### src/rtl/core/density_grid_splat_accumulator_defines.svh
`ifndef DENSITY_GRID_SPLAT_ACCUMULATOR_DEFINES_SVH
`define DENSITY_GRID_SPLAT_ACCUMULATOR_DEFINES_SVH

// Checks a condition in the same cycle as its trigger; reset masks the check.
`define DGSA_ASSERT_NOW(label, clk, rst, ante, cons) \
  label: assert property (@(posedge clk) disable iff (rst) (ante) |-> (cons)) \
    else $error("dgsa same-cycle check failed");

// Checks a condition in the cycle after its trigger; reset masks the check.
`define DGSA_ASSERT_NEXT(label, clk, rst, ante, cons) \
  label: assert property (@(posedge clk) disable iff (rst) (ante) |=> (cons)) \
    else $error("dgsa next-cycle check failed");

`endif

### src/rtl/core/dgsa_pkg.sv
`timescale 1ns / 1ps
package dgsa_pkg;

  localparam int GRID_SIDE_DEFAULT     = 256;
  localparam int KERNEL_RADIUS_DEFAULT = 10;
  localparam int POS_FRAC_BITS_DEFAULT = 8;

  localparam int CELL_DATA_W = 32;
  localparam int POS_W       = 24;
  localparam int OFFSET_W    = 23;
  localparam int SHIFT_W     = 4;
  localparam int MARGIN_W    = 7;
  localparam int CFG_INDEX_W = 2;
  localparam int CFG_DATA_W  = 23;
  localparam int DENSITY_W   = 64;

  typedef logic [1:0] cmd_code_t;
  localparam cmd_code_t CMD_ADD   = 2'd0;
  localparam cmd_code_t CMD_SUB   = 2'd1;
  localparam cmd_code_t CMD_QUERY = 2'd2;

  typedef logic [1:0] status_t;
  localparam status_t ST_OK   = 2'd0;
  localparam status_t ST_EDGE = 2'd1;
  localparam status_t ST_SKIP = 2'd2;
  localparam status_t ST_SAT  = 2'd3;

  typedef logic [CFG_INDEX_W-1:0] cfg_index_t;
  localparam cfg_index_t REG_ORIGIN_OFFSET = 2'd0;
  localparam cfg_index_t REG_CELL_SHIFT    = 2'd1;
  localparam cfg_index_t REG_EDGE_MARGIN   = 2'd2;

  localparam logic [OFFSET_W-1:0] ORIGIN_OFFSET_RESET = 23'd131200;
  localparam logic [SHIFT_W-1:0]  CELL_SHIFT_RESET    = 4'd2;
  localparam logic [MARGIN_W-1:0] EDGE_MARGIN_RESET   = 7'd10;

  typedef struct packed {
    cmd_code_t               command;
    logic signed [POS_W-1:0] x_position;
    logic signed [POS_W-1:0] y_position;
  } cmd_word_t;

  typedef struct packed {
    logic [DENSITY_W-1:0] density_squared;
    status_t              status;
  } res_word_t;

  typedef struct packed {
    logic clear_step;
    logic load_in;
    logic map;
    logic check;
    logic step;
    logic sq_load;
    logic load_out;
  } dp_ctrl_t;

  typedef struct packed {
    cmd_code_t command;
    logic      clear_last;
    logic      skip;
    logic      at_edge;
    logic      last;
  } dp_stat_t;

endpackage

### src/rtl/core/dgsa_ctrl.sv
`timescale 1ns / 1ps
`include "density_grid_splat_accumulator_defines.svh"
module dgsa_ctrl
  import dgsa_pkg::*;
(
  input  logic     clk,
  input  logic     rst,
  input  logic     cmd_valid,
  output logic     cmd_ready,
  output logic     res_valid,
  input  logic     res_ready,
  input  dp_stat_t stat,
  output dp_ctrl_t ctrl
);

  typedef enum logic [3:0] {
    S_CLEAR,
    S_IDLE,
    S_MAP,
    S_CHECK,
    S_RUN,
    S_DRAIN,
    S_QREAD,
    S_QSQ,
    S_DONE
  } state_t;

  state_t state;
  state_t state_next;

  assign cmd_ready = (state == S_IDLE);

  always_comb begin
    ctrl       = '0;
    state_next = state;
    unique case (state)
      S_CLEAR: begin
        ctrl.clear_step = 1'b1;
        if (stat.clear_last) begin
          state_next = S_IDLE;
        end
      end
      S_IDLE: begin
        if (cmd_valid) begin
          ctrl.load_in = 1'b1;
          state_next   = S_MAP;
        end
      end
      S_MAP: begin
        ctrl.map   = 1'b1;
        state_next = S_CHECK;
      end
      S_CHECK: begin
        ctrl.check = 1'b1;
        case (stat.command) inside
          CMD_ADD, CMD_SUB: state_next = stat.skip ? S_DONE : S_RUN;
          CMD_QUERY:        state_next = stat.at_edge ? S_DONE : S_QREAD;
          default:          state_next = S_DONE;
        endcase
      end
      S_RUN: begin
        ctrl.step = 1'b1;
        if (stat.last) begin
          state_next = S_DRAIN;
        end
      end
      S_DRAIN: begin
        state_next = S_DONE;
      end
      S_QREAD: begin
        state_next = S_QSQ;
      end
      S_QSQ: begin
        ctrl.sq_load = 1'b1;
        state_next   = S_DONE;
      end
      S_DONE: begin
        if (!res_valid || res_ready) begin
          ctrl.load_out = 1'b1;
          state_next    = S_IDLE;
        end
      end
      default: begin
        state_next = S_IDLE;
      end
    endcase
  end

  always_ff @(posedge clk) begin
    if (rst) begin
      state     <= S_CLEAR;
      res_valid <= 1'b0;
    end else begin
      state <= state_next;
      if (ctrl.load_out) begin
        res_valid <= 1'b1;
      end else if (res_ready) begin
        res_valid <= 1'b0;
      end
    end
  end

  `DGSA_ASSERT_NOW(a_no_overwrite, clk, rst, ctrl.load_out, !res_valid || res_ready)
  `DGSA_ASSERT_NEXT(a_one_word_in_flight, clk, rst, cmd_valid && cmd_ready, !cmd_ready)

endmodule

### config.mk
export PLATFORM = sky130hd
export DESIGN_NAME = dgsa_ctrl
export DESIGN_NICKNAME = d
export VERILOG_FILES = /design/src/rtl/core/dgsa_pkg.sv /design/src/rtl/core/dgsa_ctrl.sv
export VERILOG_INCLUDE_DIRS = /design/src /design/src/rtl/core
export SDC_FILE = /design/constraint.sdc
export NUM_CORES = 1
export LEC_CHECK = 0
export BUFFER_PORTS_ARGS = -buffer_cell sky130_fd_sc_hd__buf_2
export CAP_MARGIN = 20
export CELL_PAD_IN_SITES_DETAIL_PLACEMENT = 2
export CELL_PAD_IN_SITES_GLOBAL_PLACEMENT = 2
export CORE_MARGIN = 2
export CORE_UTILIZATION = 22
export DETAILED_ROUTE_END_ITERATION = 6
export GPL_TIMING_DRIVEN = 0
export PLACE_DENSITY_LB_ADDON = 0.1
export SLEW_MARGIN = 0
export SYNTH_ARGS = -nofsm -noshare
export SYNTH_HDL_FRONTEND = slang
export SYNTH_SLANG_ARGS = --single-unit
### constraint.sdc
create_clock -name clk -period 1.73 [get_ports clk]
set_clock_uncertainty 0.2 [all_clocks]
set_input_delay 0.346 -clock clk [delete_from_list [all_inputs] [get_ports clk]]
set_output_delay 0.346 -clock clk [all_outputs]
set_load 0.1 [all_outputs]
* Yosys cells after proc, flatten, opt, wreduce, memory -nomap -nowiden
Index checks and enable logic that the tools add are counted.
Cells by class: mux-type cells 20, reduce and logical (&&, ||, !) cells 8, bitwise gates (word level) 0, equality and inequality tests 14, $add $sub $neg 0, multipliers 0, order comparisons 0, divide/modulo/power cells 0, shifts and indexed selects 0
Operator list (number):
- 4-bit two-way mux | 8
- 4-bit one-hot mux with 8 select lines | 1
- 4-bit by 3-bit equality test with 1-bit output, second input constant | 4
- 1-bit two-way mux | 11
- 4-bit by 2-bit equality test with 1-bit output, second input constant | 2
- 2-bit inequality test, second input constant | 4
- 4-bit by 1-bit equality test with 1-bit output, second input constant | 1
- 4-bit equality test, second input constant | 1
- 4-bit logical NOT | 1
- 4-bit AND reduction | 1
- 2-bit OR reduction | 2
- 2-bit by 1-bit equality test with 1-bit output, second input constant | 1
- 2-bit equality test, second input constant | 1
- 2-bit logical NOT | 1
- 2-bit nonzero test | 1
- 1-bit logical NOT | 1
- 1-bit logical OR | 1
Storage, ports and cells: bits of input ports 10, bits in latches 0, memory bits (writable) 0, output and inout port bits 9, bits in read-only memories 0, memories kept 0, register bits 5

* Depth between registers and ports, before layout
Gate-level depths: netlist of run 1.
depth in word-level cells 5, mapped depth 5, gate-level depth less buffers 4

* Least setup slack after synthesis of run 1
OpenSTA, ideal clock, no wires.
path kind register to output, from reg state[2], to out ctrl[5] (netlist bit), arrival time 3.647 ns, data required time 1.184 ns, slack -2.463 ns, cell stages (with the launch flop) 5, cells stage by stage dfxtp_1 -> buf_2 -> nand2b_1 -> nor3_1 -> and2_1
RTL lines:
- from (decl) | RTL line dgsa_ctrl.sv:28 | state_t state;
- from (signal assigned) | RTL line dgsa_ctrl.sv:94 | state <= state_next;
- to (decl) | RTL line dgsa_ctrl.sv:13 | output dp_ctrl_t ctrl

==> impl_metrics.py, run 1 <==
metrics = {
    "hold_path": {
        "hold_depth": 2,
        "min_from": "rst",
        "min_path_type": "primary input to flop",
        "hold_end": "state[0]",
    },
    "setup_path": {
        "start_kind": "flop",
        "critical_path_class": "flop to output port",
        "rr_startpoint": "state[0]",
        "arrival_ns": 1.33,
        "crit_path_max_incr_delay_ns": 0.34,
        "reg2reg_depth": 6,
        "cp_max_fo": 5,
        "path_buf_inv": 2,
        "worst_setup_path_end_kind": "output port",
        "cp_cell_sequence": "buf_6, nand2b_4, nor3_4, buf_12",
        "required_ns": 1.18,
        "crit_path_top_delay_cell": "dfxtp_2",
        "critical_path.top_delay_family": "simple AND/OR/NAND/NOR gates",
        "r2r-end": "state[0]",
        "rrSetupSlack_ns": -0.02,
    },
    "cts": {
        "cts.htree.levels": 1,
        "ctsHoldBuffers": 0,
        "cts_tree": "done",
        "path_clk_slew_ns": 0.05,
        "cts_root_buffer": "clkbuf_4",
        "cts.sinks": 5,
        "clk-insertion-delay-late_ns": 0.26,
        "cts_buffers": 3,
        "clockBufferDepth": 2,
    },
    "die": {
        "core_area_sq_mm": 0.001559,
        "core.rowCount": 14,
        "die_h_microns": 45.45,
        "initial_utilization_pct": 24.24,
        "boundaryPins": 19,
        "die_area_sq_mm": 0.002065,
        "die_w_microns": 45.45,
    },
    "synth": {
        "yosys_warnings": 0,
        "synth_top_area_cell": "dfxtp_1",
        "synth_area_leaders": "dfxtp_1 26%, nor2_1 8.9%, buf_6 6.0%",
        "synth_most_common_cell": "nor2_1",
        "synth_commonest_cells": "9 x nor2_1, 5 x dfxtp_1, 3 x a21oi_1, 3 x nor3_1",
        "synth_top_flop_cell": "dfxtp_1",
        "synth_top_area_share_pct": 26.49,
        "synth-edff-count": 0,
        "synth_cells": 48,
        "yosys_register_bits": 5,
        "synth_fp_nets": 58,
        "async_flop_share_pct": 0,
        "yosysUniqueCellTypes": 25,
        "syn_area_sq_um": 377.9,
        "seq_area_frac_synth_pct": 26.49,
        "avgSynthCellArea_sq_um": 7.872,
    },
    "detailed_routing": {
        "routed_via_density": 5.288,
        "wire_per_inst_microns": 22.38,
        "drc": 0,
        "drtIter0Drc": 6,
        "vias": 550,
        "finalWirelength_microns": 2327,
        "drt_pass1_iterations": 4,
        "ant_nets": 0,
    },
    "power_and_ir_drop": {
        "power.density_mw_per_mm2": 946.9,
        "max-vdd-ir-drop_mv": 0.5846,
        "power.leakage_nw": 0.3798,
    },
    "cells_and_area": {
        "num_antenna_cells": 0,
        "fin_cells": 104,
        "design_area_sq_um": 924.6,
        "nets": 99,
        "final_util_pct": 59.31,
        "area_delta_synth_final_pct": 144.7,
        "drive_gt1_share_pct": 78.41,
    },
    "global_routing": {
        "antenna_found_initial": 0,
        "grt.overflow.total": 0,
        "grt_pass1_vias": 594,
        "grt.total_usage_pct": 20.42,
        "grt_pass1_wl_microns": 2849,
        "grt_max_degree": 11,
    },
    "placed_design": {
        "post-place-ws_ns": -0.1563,
        "port_buffers": 18,
        "globalplace.congestion": 0.7268,
        "dp_cells": 82,
        "placed_area_sq_um": 574.3,
        "dp_hpwl_microns": 927.6,
    },
    "timing": {
        "period_share_pct": 108.7,
        "tightestPinTransition_ns": 0.5028,
        "relSlewSlack_pct": 66.71,
        "rsz0062_at_grt": "yes",
        "setup_viol": 9,
        "setup_slack_ns": -0.1500,
        "post-route-min-period_ns": 1.880,
        "max_freq_mhz": 531.9,
        "hold_viol_final": 0,
        "report.final.slew_viol_count": 0,
    },
    "job": {
        "cap_viol_max_count": 0,
    },
    "run_status": {
        "outcome": "finished, violations left",
        "violations": "negative setup slack",
    },
}
## cell usage in the layout (no fill, tap or decap), types with 2 or more instances in the layout
cell,instances
buf_2,10
nor3_4,3
a31oi_1,2
nor2_4,4
and2_4,2
nand2b_4,2
nor3b_1,2
clkbuf_4,3
buf_12,8
buf_4,16
dfxtp_4,2
buf_6,5
nor2b_2,2
nor2_1,5
dfxtp_2,3
a21oi_1,3
## layout make-up
cell class | instances | area, sq um
Fill cell | 147 | 634.4
Timing Repair Buffer | 37 | 364.1
Multi-Input combinational cell | 38 | 361.6
Sequential cell | 5 | 111.4
Buffer | 3 | 37.54
Clock buffer | 4 | 26.28
Tap cell | 16 | 20.02
Inverter | 1 | 3.754
## registers in the layout, summed over array words and instances (netlist names)
signal / count
res_valid: 1
state: 4
## routing by layer
metal	up-vias	GRT usage (%)	wire length, microns
li1	253	-	-
met1	266	22.09	990
met2	28	40.00	1191
met3	3	1.984	127
met4	0	7.059	17
met5	-	0	0
## how the worst max path moves through the flow
stage | from | to | cells past startpoint
after floorplan | state[2] | ctrl[5] | 4
after global placement | state[2] | ctrl[5] | 5
after detailed placement | state[2] | ctrl[5] | 5
after CTS | state[0] | ctrl[0] | 5
after global routing | state[3] | ctrl[4] | 4
final | state[3] | ctrl[4] | 4
## where the power goes
group          leakage, nW  switching, W  internal, W  total [W]
clock               0.0150     0.0000624    0.0000881   0.000151
combinational        0.321      0.000347     0.000245   0.000592
sequential          0.0435    0.00000792     0.000125   0.000133
total                0.380      0.000418     0.000458   0.000876
## what timing repair did
item	CTS	global route
pin swaps	8	6
buffers inserted	12	6
cloned	1	0
gates resized for setup	41	9
endpoints found under the hold margin	0	0
endpoints found under the setup margin	8	10
## metrics by stage
step	hold WS, ns	total power, W	setup TNS (ns)
2_1_floorplan	0.2087	0.0004589	-1.936
3_3_place_gp	0.3892	0.0005122	-0.6102
3_5_place_dp	0.3920	0.0005159	-0.7093
4_1_cts	0.1449	0.0007724	-0.3146
5_1_grt	0.1578	0.0009146	-1.226
6_report	0.1527	0.0008756	-0.7110
## cells by family (layout without fill, tap and decap cells)
kind of cell / count (synthesis) / in the layout / share of synthesized area [%]
buffers and inverters: 5 / 45 / 9.268
AOI/OAI and AO/OA: 12 / 12 / 24.83
and+or+nand+nor: 26 / 26 / 39.40
DFF: 5 / 5 / 26.49
## worst reg2reg max path, cell delays in order (launching register included)
cell and delay, ns:
dfxtp_2 0.33, buf_4 0.16, buf_4 0.13, nor3b_1 0.29
o21ai_2 0.15, buf_4 0.16, a221oi_2 0.23
Power figures use the tool's default switching activity.
==> run 2, diff against run 1 <==
- GPL_TIMING_DRIVEN: 0 -> default
- clock period: 1.73 -> 1.8 ns (I/O delays scaled with it)
==> impl_metrics.py, run 2 (same netlist as run 1, synthesis figures left out) <==
metrics = {
    "setup_path": {
        "cp_max_fo": 4,
        "arrival_ns": 1.31,
        "cp_cell_sequence": "buf_6, nor3_4, and2_4, buf_12",
        "critical_path.top_delay_family": "simple AND/OR/NAND/NOR gates",
        "critical_path_class": "flop to output port",
        "r2r-end": "state[0]",
        "rr_startpoint": "state[2]",
        "start_kind": "flop",
        "crit_path_max_incr_delay_ns": 0.36,
        "path_buf_inv": 2,
        "required_ns": 1.24,
        "worst_setup_path_end_kind": "output port",
        "crit_path_top_delay_cell": "dfxtp_4",
        "rrSetupSlack_ns": 0.22,
        "reg2reg_depth": 5,
    },
    "cells_and_area": {
        "top_regs": "state (4), res_valid (1)",
        "seq_area_sq_um": 118.9,
        "fin_cells": 97,
        "largest-register": "state",
        "num_antenna_cells": 0,
        "layout_commonest_cell": "buf_4",
        "design_area_sq_um": 848.3,
        "nets": 92,
        "largest_reg_flops": 4,
        "layout_common_cells": "11 x buf_4, 10 x buf_2, 8 x buf_12",
        "area_delta_synth_final_pct": 124.5,
        "nFillCells": 161,
        "multiInputGateArea_sq_um": 341.6,
        "drive_gt1_share_pct": 74.07,
    },
    "timing": {
        "tns_ns": -0.1820,
        "relSlewSlack_pct": 66.26,
        "tightestPinTransition_ns": 0.5096,
        "rsz0062_at_grt": "yes",
        "period_share_pct": 103.9,
        "max_freq_mhz": 534.6,
        "setup_slack_ns": -0.07043,
        "setup_viol": 5,
        "hold_viol_final": 0,
        "timing.hold.ws_ns": 0.1595,
        "post-route-min-period_ns": 1.870,
        "report.final.slew_viol_count": 0,
    },
    "die": {
        "die_area_sq_mm": 0.002065,
        "die_h_microns": 45.45,
        "die_w_microns": 45.45,
        "boundaryPins": 19,
        "initial_utilization_pct": 24.24,
        "core.rowCount": 14,
        "core_area_sq_mm": 0.001559,
    },
    "detailed_routing": {
        "dr_wl_met3_microns": 73,
        "drt_pass1_iterations": 3,
        "ant_nets": 0,
        "vias": 505,
        "drc": 0,
        "top_layer_used": "met4",
        "routed_via_density": 5.206,
        "finalWirelength_microns": 1929,
        "wire_per_inst_microns": 19.89,
        "routed-wl-met2_microns": 1106,
        "wl_met1_microns": 688,
        "drtIter0Drc": 1,
    },
    "cts": {
        "ctsHoldBuffers": 0,
        "cts_buffers": 3,
        "path_clk_slew_ns": 0.05,
        "cts.sinks": 5,
        "clk-insertion-delay-late_ns": 0.25,
        "cts_root_buffer": "clkbuf_4",
        "cts_tree": "done",
        "cts.htree.levels": 1,
        "clockBufferDepth": 2,
    },
    "hold_path": {
        "min_path_type": "primary input to flop",
        "hold_depth": 2,
        "hold_end": "res_valid",
        "min_from": "rst",
    },
    "global_routing": {
        "grt.overflow.total": 0,
        "grt.total_usage_pct": 22.40,
        "grt_pass1_wl_microns": 3049,
        "grt_max_degree": 9,
        "antenna_found_initial": 0,
        "grt_pass1_vias": 606,
    },
    "power_and_ir_drop": {
        "max-vdd-ir-drop_mv": 0.4428,
        "power.leakage_nw": 0.3407,
        "power.density_mw_per_mm2": 928.6,
    },
    "placed_design": {
        "port_buffers": 18,
        "dp_hpwl_microns": 1206,
        "placed_area_sq_um": 723.2,
        "globalplace.congestion": 0.7470,
        "dp_cells": 87,
    },
    "run_status": {
        "outcome": "finished, violations left",
        "violations": "negative setup slack",
    },
    "job": {
        "cap_viol_max_count": 0,
    },
}
## run 2: metal layers
layer | up-vias | GRT usage (%)
met2 | 21 | 43.38
met3 | 6 | 4.365
met1 | 239 | 19.71
met5 | - | 0
met4 | 0 | 16.47
li1 | 239 | -
## run 2: where the power goes
| part | switching [W] | internal [W] |
|---|---|---|
| sequential | 0.0000256 | 0.000121 |
| clock | 0.0000526 | 0.0000842 |
| combinational | 0.000294 | 0.000211 |
| total | 0.000372 | 0.000416 |
## run 2: layout make-up
| type | instances | area share [%] |
|---|---|---|
| Multi-Input combinational cell | 38 | 40.27 |
| Timing Repair Buffer | 33 | 39.82 |
| Sequential cell | 5 | 14.01 |
| Clock buffer | 4 | 3.097 |
| Tap cell | 16 | 2.360 |
| Inverter | 1 | 0.4425 |
## run 2: repair_timing
action | CTS | global route
hold endpoints to repair | 0 | 0
endpoints found under the setup margin | 8 | 8
resized for setup | 12 | 6
pin swaps | 3 | 1
setup buffers | 5 | 1
## run 2: worst max-delay path by stage
stage | from | depth (start not counted) | end
CTS | state[2] | 3 | ctrl[6]
detailed placement | state[1] | 4 | ctrl[0]
global placement | state[1] | 4 | ctrl[0]
global route | state[2] | 4 | ctrl[5]
floorplan | state[2] | 4 | ctrl[5]
finish | state[1] | 4 | ctrl[5]
## run 2: stage by stage
step / util [%] / total power, W / worst slack (ns)
2_1_floorplan: - / 0.0004410 / -0.6537
3_3_place_gp: 46.39 / 0.0005840 / 0.1406
3_5_place_dp: 46.39 / 0.0006003 / 0.08322
4_1_cts: 52.73 / 0.0007639 / -0.06853
5_1_grt: 54.41 / 0.0008339 / -0.1164
6_report: 54.41 / 0.0007877 / -0.07043
==> run 3, diff against run 2 <==
- CELL_PAD_IN_SITES_DETAIL_PLACEMENT: 2 -> 1
- CELL_PAD_IN_SITES_GLOBAL_PLACEMENT: 2 -> 1
- CORE_UTILIZATION: 22 -> 28
==> impl_metrics.py, run 3 (same netlist as run 1, synthesis figures left out) <==
metrics = {
    "cts": {
        "ctsHoldBuffers": 0,
        "cts.htree.levels": 1,
        "cts.sinks": 5,
        "clockBufferDepth": 2,
        "path_clk_slew_ns": 0.05,
        "cts_root_buffer": "clkbuf_4",
        "clk-insertion-delay-late_ns": 0.24,
        "cts_buffers": 3,
        "cts_tree": "done",
    },
    "power_and_ir_drop": {
        "max-vdd-ir-drop_mv": 0.4801,
        "power.density_mw_per_mm2": 906.2,
        "power.leakage_nw": 0.3344,
    },
    "cells_and_area": {
        "nFillCells": 140,
        "layout_common_cells": "10 x buf_2, 8 x buf_12, 8 x buf_4",
        "largest_reg_flops": 4,
        "final_util_pct": 65.04,
        "largest-register": "state",
        "num_antenna_cells": 0,
        "nets": 91,
        "layout_commonest_cell": "buf_2",
        "top_regs": "state (4), res_valid (1)",
        "area_delta_synth_final_pct": 121.2,
        "drive_gt1_share_pct": 73.75,
    },
    "global_routing": {
        "grt_pass1_vias": 501,
        "antenna_found_initial": 0,
        "grt_pass1_wl_microns": 2159,
        "grt.overflow.total": 0,
        "grt_max_degree": 8,
        "grt.total_usage_pct": 20.36,
    },
    "die": {
        "boundaryPins": 19,
        "die_w_microns": 40.74,
        "core_area_sq_mm": 0.001285,
        "die_h_microns": 40.74,
        "die_area_sq_mm": 0.001659,
        "initial_utilization_pct": 29.41,
        "core.rowCount": 13,
    },
    "timing": {
        "relSlewSlack_pct": 66.80,
        "period_share_pct": 101.4,
        "report.final.slew_viol_count": 0,
        "setup_slack_ns": -0.02607,
        "setup_viol": 3,
        "max_freq_mhz": 547.6,
        "tightestPinTransition_ns": 0.5015,
        "hold_viol_final": 0,
        "post-route-min-period_ns": 1.826,
        "rsz0062_at_grt": "yes",
        "tns_ns": -0.04429,
    },
    "setup_path": {
        "start_kind": "flop",
        "path_buf_inv": 2,
        "cp_cell_sequence": "buf_6, nor4_4, buf_12",
        "crit_path_max_incr_delay_ns": 0.37,
        "arrival_ns": 1.27,
        "cp_max_fo": 6,
        "critical_path.top_delay_family": "flip-flops",
        "critical_path_class": "flop to output port",
        "required_ns": 1.24,
        "worst_setup_path_end_kind": "output port",
        "crit_path_top_delay_cell": "dfxtp_4",
    },
    "placed_design": {
        "dp_hpwl_microns": 944.9,
        "port_buffers": 18,
        "globalplace.congestion": 0.6952,
    },
    "run_status": {
        "violations": "negative setup slack",
        "outcome": "finished, violations left",
    },
    "detailed_routing": {
        "drt_pass1_iterations": 4,
        "finalWirelength_microns": 1414,
        "vias": 486,
        "drc": 0,
        "drtIter0Drc": 6,
        "ant_nets": 0,
        "routed_via_density": 5.116,
        "wire_per_inst_microns": 14.88,
    },
    "hold_path": {
        "min_path_type": "primary input to flop",
    },
    "job": {
        "cap_viol_max_count": 0,
    },
}
==> run 3: changes by cell type in the layout (fill, tap and decap cells not counted), sizes merged <==
| cell | change |
|---|---|
| buf | -1 |
==> run 3: routing by layer <==
| metal | wire length (microns) | vias up | GRT usage [%] |
|---|---|---|---|
| li1 | - | 235 | - |
| met1 | 513 | 233 | 21.05 |
| met2 | 845 | 16 | 40.08 |
| met3 | 48 | 2 | 1.630 |
| met4 | 7 | 0 | 10.00 |
| met5 | 0 | - | 0 |
==> run 3: layout make-up <==
type | instances | area (sq um) | area share [%]
clock buffer | 4 | 26.28 | 3.144
inverter | 1 | 3.754 | 0.4491
multi-input combinational | 38 | 330.3 | 39.52
sequential | 5 | 118.9 | 14.22
tap | 15 | 18.77 | 2.246
timing repair buffer | 32 | 337.8 | 40.42
==> run 3: power by group <==
part | internal (W) | switching, W | total, W
registers | 0.000121 | 0.0000273 | 0.000148
clock network | 0.0000842 | 0.0000513 | 0.000135
logic | 0.000201 | 0.000273 | 0.000474
==> run 3: worst paths after layout <==
path	start	to	cells past startpoint	slack [ns]
setup / recovery	state[3]	ctrl[6]	3	-0.03
hold / removal	rst	res_valid	2	0.14
setup reg to reg	state[2]	state[0]	5	0.24
hold reg to reg	state[2]	state[3]	2	0.39
==> run 3: what timing repair did <==
item	in CTS	in global routing
pin swaps	4	4
gates cloned	0	0
buffers inserted	3	3
gates resized for setup	12	5
endpoints found under the setup margin	8	7
==> run 3: stage by stage <==
stage	instance area (sq um)	power, W	hold WS [ns]	std cells	setup slack (ns)
2_1_floorplan	464.2	0.0004410	0.2227	48	-0.6537
3_3_place_gp	714.4	0.0005693	0.3582	85	0.1348
3_5_place_dp	714.4	0.0005761	0.3626	85	0.1028
4_1_cts	797.0	0.0007331	0.1311	92	-0.03687
5_1_grt	835.8	0.0007951	0.1502	95	-0.06024
6_report	835.8	0.0007574	0.1431	95	-0.02607
